**src/htfv_pkg.sv**
```systemverilog
// package: constants and helpers for the hashed term-frequency vector
package htfv_pkg;
    localparam int unsigned BUCKETS_DEF    = 64;
    localparam int unsigned COUNT_BITS_DEF = 20;
    localparam logic [31:0] FNV_BASIS      = 32'd2166136261;
    localparam logic [31:0] FNV_PRIME      = 32'd16777619;
    localparam logic [14:0] SCALE          = 15'd32767;
    localparam int unsigned WEIGHT_BITS    = 15;

    function automatic logic is_alnum(input logic [7:0] b);
        return (b >= 8'd48 && b <= 8'd57) || (b >= 8'd65 && b <= 8'd90) ||
               (b >= 8'd97 && b <= 8'd122);
    endfunction

    function automatic logic [7:0] fold_case(input logic [7:0] b);
        return (b >= 8'd65 && b <= 8'd90) ? b + 8'd32 : b;
    endfunction

    // result item handed from the drain to the output register
    typedef struct packed {
        logic [5:0]  bucket_index;
        logic [14:0] weight;
        logic        last_entry;
        logic        empty_text;
    } t_result;
endpackage

```
**src/htfv_divider.sv**
```systemverilog
// divider: restoring divide, one quotient bit per cycle
module htfv_divider #(
    parameter int unsigned COUNT_BITS = htfv_pkg::COUNT_BITS_DEF
) (
    input  logic                  i_clk,
    input  logic                  i_rst_n,
    input  logic                  i_start,
    input  logic [COUNT_BITS+14:0] i_dividend,
    input  logic [COUNT_BITS-1:0] i_divisor,
    output logic                  o_done,
    output logic [14:0]           o_quotient
);
    import htfv_pkg::*;
    localparam int unsigned NB = COUNT_BITS + 15;
    localparam int unsigned CB = $clog2(NB + 1);

    logic [NB-1:0]       r_quo;
    logic [COUNT_BITS:0] r_rem;
    logic [COUNT_BITS-1:0] r_div;
    logic [CB-1:0]       r_cnt;
    logic                r_busy;
    logic [COUNT_BITS:0] w_shift;
    logic [COUNT_BITS:0] w_sub;

    assign w_shift = {r_rem[COUNT_BITS-1:0], r_quo[NB-1]};
    assign w_sub   = w_shift - {1'b0, r_div};

    always_ff @(posedge i_clk) begin
        if (!i_rst_n) begin
            r_busy <= 1'b0;
            o_done <= 1'b0;
            r_cnt  <= '0;
        end else begin
            o_done <= 1'b0;
            if (i_start) begin
                r_busy <= 1'b1;
                r_cnt  <= CB'(NB);
                r_quo  <= i_dividend;
                r_rem  <= '0;
                r_div  <= i_divisor;
            end else if (r_busy) begin
                if (!w_sub[COUNT_BITS]) begin
                    r_rem <= w_sub;
                    r_quo <= {r_quo[NB-2:0], 1'b1};
                end else begin
                    r_rem <= w_shift;
                    r_quo <= {r_quo[NB-2:0], 1'b0};
                end
                r_cnt <= r_cnt - 1'b1;
                if (r_cnt == CB'(1)) begin
                    r_busy <= 1'b0;
                    o_done <= 1'b1;
                end
            end
        end
    end

    // count never exceeds the total, so the quotient fits in 15 bits
    assign o_quotient = r_quo[WEIGHT_BITS-1:0];
endmodule

```
**src/hashed_term_frequency_vector.sv**
```systemverilog
// top level: tokenizer, hashed bucket counter memory and drain
// Takes one text byte per cycle with no stall while a text streams in. Tokens
// are runs of ASCII letters and digits, lower-cased and hashed with 32-bit
// FNV-1a; each closed token bumps the counter of bucket (hash mod BUCKETS) and
// a token total, both saturating. The counters sit in a memory with one read
// and one write port and are updated by read-modify-write, forwarded when
// consecutive tokens land in the same bucket. A byte flagged tlast closes any
// open token and starts the drain, during which s_axis_tready is low: every
// bucket is read and cleared, a nonzero one is divided by the token total in
// a bit-serial divider, and nonzero weights leave in ascending bucket order.
// One result is held back so that tlast can mark the final one; a text
// without any nonzero weight gives a single result with tuser set. The drain
// also stalls while a finished result waits on m_axis_tready. After reset a
// clearing pass zeroes the memory before the first byte is taken.
// s_axis_tdata: [7:0] text_byte. s_axis_tlast: last_byte.
// m_axis_tdata: [5:0] bucket_index, [20:6] weight, zero-filled to 24 bits.
// m_axis_tlast: last_entry. m_axis_tuser: empty_text.
module hashed_term_frequency_vector #(
    parameter int unsigned BUCKETS    = htfv_pkg::BUCKETS_DEF,
    parameter int unsigned COUNT_BITS = htfv_pkg::COUNT_BITS_DEF
) (
    input  logic        i_clk,
    input  logic        i_rst_n,
    input  logic        s_axis_tvalid,
    output logic        s_axis_tready,
    input  logic [7:0]  s_axis_tdata,   // [7:0] text_byte
    input  logic        s_axis_tlast,   // last_byte
    output logic        m_axis_tvalid,
    input  logic        m_axis_tready,
    output logic [23:0] m_axis_tdata,   // [5:0] bucket_index, [20:6] weight
    output logic        m_axis_tlast,   // last_entry
    output logic        m_axis_tuser    // empty_text
);
    import htfv_pkg::*;
    localparam int unsigned AB = (BUCKETS > 2) ? $clog2(BUCKETS) : 1;
    localparam logic [COUNT_BITS-1:0] CMAX = '1;
    // weights of the hash bytes modulo the bucket count
    localparam int unsigned K1 = 256 % BUCKETS;
    localparam int unsigned K2 = 65536 % BUCKETS;
    localparam int unsigned K3 = 16777216 % BUCKETS;

    typedef enum logic [6:0] {
        S_CLR   = 7'b0000001,
        S_RUN   = 7'b0000010,
        S_READ  = 7'b0000100,
        S_CHECK = 7'b0001000,
        S_DIV   = 7'b0010000,
        S_EMIT  = 7'b0100000,
        S_FIN   = 7'b1000000
    } t_state;

    t_state r_state;
    logic [COUNT_BITS-1:0] r_mem [BUCKETS];
    logic [COUNT_BITS-1:0] r_rdata;
    logic [31:0] r_hash;
    logic        r_inside;
    logic [COUNT_BITS-1:0] r_total;
    // pending increment stage: read issued last cycle
    logic        r_inc_v;
    logic [AB-1:0] r_inc_a;
    logic [AB-1:0] r_scan;
    logic [14:0] r_quot;         // weight of the bucket just scanned, zero if none
    logic        r_held_v;       // a result waits for the next one to know tlast
    t_result     r_held;
    logic        r_out_v;
    t_result     r_out;
    logic        w_div_go;
    logic [COUNT_BITS+14:0] w_dividend;
    logic        w_div_done;
    logic [14:0] w_quo;

    logic        w_acc, w_alnum, w_close, w_last;
    logic [31:0] w_hash_mix;
    logic [31:0] w_close_hash;
    logic [AB-1:0] w_mod0 [256];
    logic [AB-1:0] w_mod1 [256];
    logic [AB-1:0] w_mod2 [256];
    logic [AB-1:0] w_mod3 [256];
    logic [7:0]  w_sum;
    logic [AB-1:0] w_idx;
    logic [COUNT_BITS-1:0] w_cur;
    logic        w_out_free;
    logic        w_out_load;
    t_result     n_out;

    assign w_acc      = s_axis_tvalid && s_axis_tready;
    assign w_alnum    = is_alnum(s_axis_tdata);
    assign w_hash_mix = (r_hash ^ {24'd0, fold_case(s_axis_tdata)}) * FNV_PRIME;
    assign w_close    = w_acc && r_inside && (!w_alnum || s_axis_tlast) ||
                        w_acc && w_alnum && s_axis_tlast;
    assign w_last     = w_acc && s_axis_tlast;
    // closing hash: with alnum last byte include it
    assign w_close_hash = w_alnum ? w_hash_mix : r_hash;

    // residue tables: each hash byte reduced by its weight, then the sum reduced
    for (genvar v = 0; v < 256; v++) begin : g_mod
        assign w_mod0[v] = AB'(v % BUCKETS);
        assign w_mod1[v] = AB'((v * K1) % BUCKETS);
        assign w_mod2[v] = AB'((v * K2) % BUCKETS);
        assign w_mod3[v] = AB'((v * K3) % BUCKETS);
    end
    assign w_sum = 8'(w_mod0[w_close_hash[7:0]]) + 8'(w_mod1[w_close_hash[15:8]]) +
                   8'(w_mod2[w_close_hash[23:16]]) + 8'(w_mod3[w_close_hash[31:24]]);
    assign w_idx = w_mod0[w_sum];

    // current count from the read register, which already holds any forwarded write
    assign w_cur = r_rdata;
    assign w_out_free = !r_out_v || m_axis_tready;
    assign s_axis_tready = (r_state == S_RUN);
    assign w_dividend = {15'd0, r_rdata} * {{(COUNT_BITS){1'b0}}, SCALE};
    // divider picks up the count while it still sits in the read register
    assign w_div_go = (r_state == S_CHECK) && (r_rdata != '0) && (r_total != '0);

    htfv_divider #(.COUNT_BITS(COUNT_BITS)) u_div (
        .i_clk     (i_clk),
        .i_rst_n   (i_rst_n),
        .i_start   (w_div_go),
        .i_dividend(w_dividend),
        .i_divisor (r_total),
        .o_done    (w_div_done),
        .o_quotient(w_quo)
    );

    // memory: one read port, one write port
    logic          w_we;
    logic [AB-1:0] w_wa, w_ra;
    logic [COUNT_BITS-1:0] w_wd;
    logic          w_fwd;

    always_comb begin
        w_we = 1'b0;
        w_wa = r_inc_a;
        w_wd = (w_cur == CMAX) ? w_cur : w_cur + 1'b1;
        w_ra = w_idx;
        if (r_inc_v) begin
            // last increment of a text may land in the first drain cycle
            w_we = 1'b1;
        end else if (r_state == S_CHECK || r_state == S_CLR) begin
            w_we = 1'b1;
            w_wa = r_scan;
            w_wd = '0;
        end
        if (r_state != S_RUN) w_ra = r_scan;
    end
    assign w_fwd = w_we && (w_wa == w_ra);

    always_ff @(posedge i_clk) begin
        if (w_we) r_mem[w_wa] <= w_wd;
        r_rdata <= w_fwd ? w_wd : r_mem[w_ra];
    end

    always_ff @(posedge i_clk) begin
        if (!i_rst_n) begin
            r_state  <= S_CLR;
            r_hash   <= FNV_BASIS;
            r_inside <= 1'b0;
            r_total  <= '0;
            r_inc_v  <= 1'b0;
            r_scan   <= '0;
            r_held_v <= 1'b0;
        end else begin
            unique case (r_state)
                S_CLR: begin
                    // zero one entry per cycle after reset
                    if (r_scan == AB'(BUCKETS - 1)) begin
                        r_scan  <= '0;
                        r_state <= S_RUN;
                    end else begin
                        r_scan <= r_scan + 1'b1;
                    end
                end
                S_RUN: begin
                    r_inc_v <= w_close;
                    r_inc_a <= w_idx;
                    if (w_acc) begin
                        if (w_alnum && !s_axis_tlast) begin
                            r_hash   <= w_hash_mix;
                            r_inside <= 1'b1;
                        end else begin
                            r_hash   <= FNV_BASIS;
                            r_inside <= 1'b0;
                        end
                        if (w_close && r_total != CMAX) r_total <= r_total + 1'b1;
                    end
                    if (w_last) begin
                        r_state <= S_READ;
                        r_scan  <= '0;
                    end
                end
                S_READ: begin
                    // finishes pending increment, read of r_scan issued
                    r_inc_v <= 1'b0;
                    r_state <= S_CHECK;
                end
                S_CHECK: begin
                    if (r_rdata != '0 && r_total != '0) begin
                        r_state <= S_DIV;
                    end else begin
                        r_quot  <= '0;
                        r_state <= S_EMIT;
                    end
                end
                S_DIV: begin
                    if (w_div_done) begin
                        r_quot  <= w_quo;
                        r_state <= S_EMIT;
                    end
                end
                S_EMIT: begin
                    // a new weight pushes the held one out, so wait for room
                    if (r_quot == '0 || !r_held_v || w_out_free) begin
                        if (r_quot != '0) begin
                            r_held_v <= 1'b1;
                            r_held   <= '{bucket_index: 6'(r_scan), weight: r_quot,
                                          last_entry: 1'b0, empty_text: 1'b0};
                        end
                        if (r_scan == AB'(BUCKETS - 1)) begin
                            r_state <= S_FIN;
                        end else begin
                            r_scan  <= r_scan + 1'b1;
                            r_state <= S_READ;
                        end
                    end
                end
                S_FIN: begin
                    if (w_out_free) begin
                        r_held_v <= 1'b0;
                        r_total  <= '0;
                        r_state  <= S_RUN;
                    end
                end
                default: r_state <= S_RUN;
            endcase
        end
    end

    // output register: loaded by the drain, emptied by the receiver
    always_comb begin
        w_out_load = 1'b0;
        n_out      = r_held;
        if (r_state == S_EMIT && r_quot != '0 && r_held_v && w_out_free) begin
            w_out_load = 1'b1;
        end
        if (r_state == S_FIN && w_out_free) begin
            w_out_load = 1'b1;
            n_out      = r_held_v ? '{bucket_index: r_held.bucket_index,
                                      weight: r_held.weight, last_entry: 1'b1,
                                      empty_text: 1'b0}
                                  : '{bucket_index: 6'd0, weight: 15'd0,
                                      last_entry: 1'b1, empty_text: 1'b1};
        end
    end

    always_ff @(posedge i_clk) begin
        if (!i_rst_n) begin
            r_out_v <= 1'b0;
        end else if (w_out_load) begin
            r_out_v <= 1'b1;
            r_out   <= n_out;
        end else if (m_axis_tready) begin
            r_out_v <= 1'b0;
        end
    end

    assign m_axis_tvalid = r_out_v;
    assign m_axis_tdata  = {3'd0, r_out.weight, r_out.bucket_index};
    assign m_axis_tlast  = r_out.last_entry;
    assign m_axis_tuser  = r_out.empty_text;
endmodule

```
**config.mk**
```make
export PLATFORM = sky130hd
export DESIGN_NAME = hashed_term_frequency_vector
export DESIGN_NICKNAME = d
export VERILOG_FILES = /design/src/htfv_pkg.sv /design/src/htfv_divider.sv /design/src/hashed_term_frequency_vector.sv
export SDC_FILE = /design/constraint.sdc
export NUM_CORES = 2
export LEC_CHECK = 0
export BUFFER_PORTS_ARGS = -buffer_cell sky130_fd_sc_hd__buf_2
export CAP_MARGIN = 20
export CORE_AREA = 3 3 433 542
export DETAILED_ROUTE_END_ITERATION = 8
export DIE_AREA = 0 0 436 545
export PLACE_DENSITY = 0.4
export SYNTH_ARGS = -nofsm -noshare
export SYNTH_HDL_FRONTEND = slang
export SYNTH_SLANG_ARGS = --single-unit
```
**constraint.sdc**
```tcl
create_clock -name i_clk -period 8.09 [get_ports i_clk]
set_clock_uncertainty 0.1 [all_clocks]
set_input_delay 1.618 -clock i_clk [delete_from_list [all_inputs] [get_ports i_clk]]
set_output_delay 1.618 -clock i_clk [all_outputs]
set_load 0.005 [all_outputs]
```
==> flow_summary.ini <==
[outcome]
status = finished with violations
violations = negative setup slack

[clock_tree]
clkSinkCount = 1477
cts-root-buf = clkbuf_16
clockBufferDepth = 4
numCtsBuffers = 163
clock_latency_ps = 800
clk_pin_slew_ps = 60
cts_max_level = 4
cts_hold_buffers = 0
cts_tree = yes

[grt]
antenna_found_initial = 5
gr-usage-all-layers = 0.1561
grt_pass1_vias = 35160
grt-ovfl-total = 0
grt_max_degree = 68
grt_pass1_wl_mm = 266.4

[floorplan]
chipWidth_um = 436
io_pins = 41
die_h_um = 545
start_util = 0.2793
die_area_um2 = 237600
rows = 197
coreArea_um2 = 230200

[timing]
final_max_slew_viol_count = 0
fmax_ghz = 0.1206
slew_headroom = 0.1359
rsz0062_at_grt = yes
worst_pin_slew_ps = 1285
setup_violations = 11
fin_crit_ps = 8293
setup_ws_ps = -203.4
whs_ps = 348.8
finalSetupTns_ps = -1134
final.period_utilization = 1.025
hold_viol = 0

[synth]
synth-xor-area-share = 0.01403
synthMuxAreaShare = 0.1513
ys_seq_area_frac = 0.6809
synth_top_family_by_area = multiplexers
yosysWarnings = 0
synth_adder_area_share = 0.07414
synth_cell_type_count = 65
async_reset_ff_frac = 0
synth_top_flop_cell = edfxtp_1
synth_enable_flop_cells = 1420
synth_compound_area_frac = 0.02246
yosys.area_share.simple = 0.03802
netlist_instances = 3382
yosysTopAreaCellShare = 0.6632
postSynthAreaPerCell_um2 = 19.01
synth_area_um2 = 64300
yosys_register_bits = 1477
synth.area.top_cells = edfxtp_1, mux4_2, fa_1
yosysTopAreaCell = edfxtp_1

[finish]
fillers = 21970
drive_above_1_share = 0.3278
final_cell_mix = edfxtp_1, mux4_2, buf_4
area_growth_pct = 21.66
final_cells = 7091
nets = 4202
layout_commonest_cell = edfxtp_1

[worst_hold_path]
hp-class = register to register

[worst_setup_path]
crit_required_ps = 8520
cpMostUsedCell = buf_4
cp_max_fo = 7
cp-start-kind = register
worstPathArrival_ps = 8720
crit_path_end_kind = register
cpPeakStageDelay_ps = 630
worst_path_max_delay_cell = mux4_2
crit_type = register to register

[routing]
wl_met2_mm = 98.49
final_antenna_net_count = 0
wl_met1_mm = 77.72
wl_per_cell_um = 26.27
first_pass_iters = 5
viasPerCell = 4.625
wl_met3_mm = 6.245
maxUsedRoutingLayer = met4
drt_iter0_markers = 2200
vias = 32800
route.detailed.drc = 0
drt_wl_total_mm = 186.3

[placed_design]
hpwl_mm = 118.4
numPlacedInstances = 6728
place.gp.congestion = 0.7778
port_buffers = 37

[flow_run]
max_cap_viol_count = 0
## metrics by stage
step	instance area (µm²)	setup slack, ps	util
2_1_floorplan	64550	7.638	-
3_3_place_gp	71530	-523.5	0.3107
3_5_place_dp	71700	-571.5	0.3114
4_1_cts	77610	-292.3	0.3371
5_1_grt	78220	-432.8	0.3397
6_report	78220	-203.4	0.3398
## layout make-up
type                            instances  area (µm²)  area share
Antenna cell                            4       10.01   0.0001280
Clock buffer                          201        4307     0.05506
Clock inverter                         72       598.1    0.007646
Inverter                              180       675.6    0.008637
Multi-Input combinational cell       1592       20300      0.2595
Sequential cell                      1477       43800      0.5599
Tap cell                             3084        3859     0.04933
Timing Repair Buffer                  481        4681     0.05984
## cell usage after synthesis (5+ instances only)
library cell,n
fa_1,145
inv_2,6
inv_1,174
a211oi_1,6
nor3b_1,11
clkbuf_1,86
a22oi_1,5
nand4_1,16
a21boi_0,7
dfxtp_1,57
edfxtp_1,1420
xor2_1,44
a21o_1,7
mux2i_1,21
mux4_2,420
buf_1,38
nand3_1,31
nor4b_1,5
o21ai_0,66
o21bai_1,11
o211ai_1,8
or3_1,9
and3_1,15
nor3_1,19
or2_2,5
nor4_1,11
nand2b_1,14
ha_1,149
a31oi_1,10
o31ai_1,11
and2_1,24
mux2_2,5
nand2_1,142
xnor2_1,59
nor2_1,158
a21oi_1,63
o21a_1,11
nor2b_1,37
## registers in the layout (all words and copies together) (netlist names), 6 cells and up, named ones only
name and count:
u_div.r_div 20, r_hash 6, r_total 20, r_held 21, r_state 7, r_quot 15
r_inc_a 6, u_div.r_cnt 6, r_mem 1280, u_div.r_quo 35, u_div.r_rem 20, r_scan 6
m_axis_tdata 21
## worst max-delay path: cells and delay by family (launching register included)
family          cells  cell delay, ps
compound gates      4             640
xor+xnor            1             170
flops               1             380
mux                 3            1730
buf+inv            11            1500
fa+ha+maj           7            3110
simple gates        4             380
## metal layers
metal,vias up,track usage
met2,543,0.2845
li1,14380,-
met5,-,0
met4,0,0.03453
met1,17650,0.1969
met3,222,0.02053
## path summary, 6_finish.rpt
check,startpoint,endpoint,slack [ps],cells after the start
worst max-delay path,register,u_div.r_quo[30],-200,30
worst max register to register,register,u_div.r_quo[30],-200,30
worst min register to register,r_quot[6],r_held[8],350,0
worst min-delay path,r_quot[6],r_held[8],350,0
## kinds of logic (layout without fill, tap and decap cells)
kind of cell               after synthesis  after routing
DFF                                   1477           1477
and+or+nand+nor                        512            512
muxes                                  446            446
buffers and inverters                  315            934
adders and majority gates              294            294
AOI/OAI and AO/OA                      234            234
xor gates and xnor gates               103            103
other                                    1              7
## timing repair
action,4_1_cts,5_1_grt
setup endpoints to repair,20,23
cloned,7,3
buffers inserted,48,28
pin swaps,64,73
resized for setup,89,70
Power is left out: the tool's default activity adds up to more than one toggle a clock period on the data nets, which glitch-free logic cannot reach.
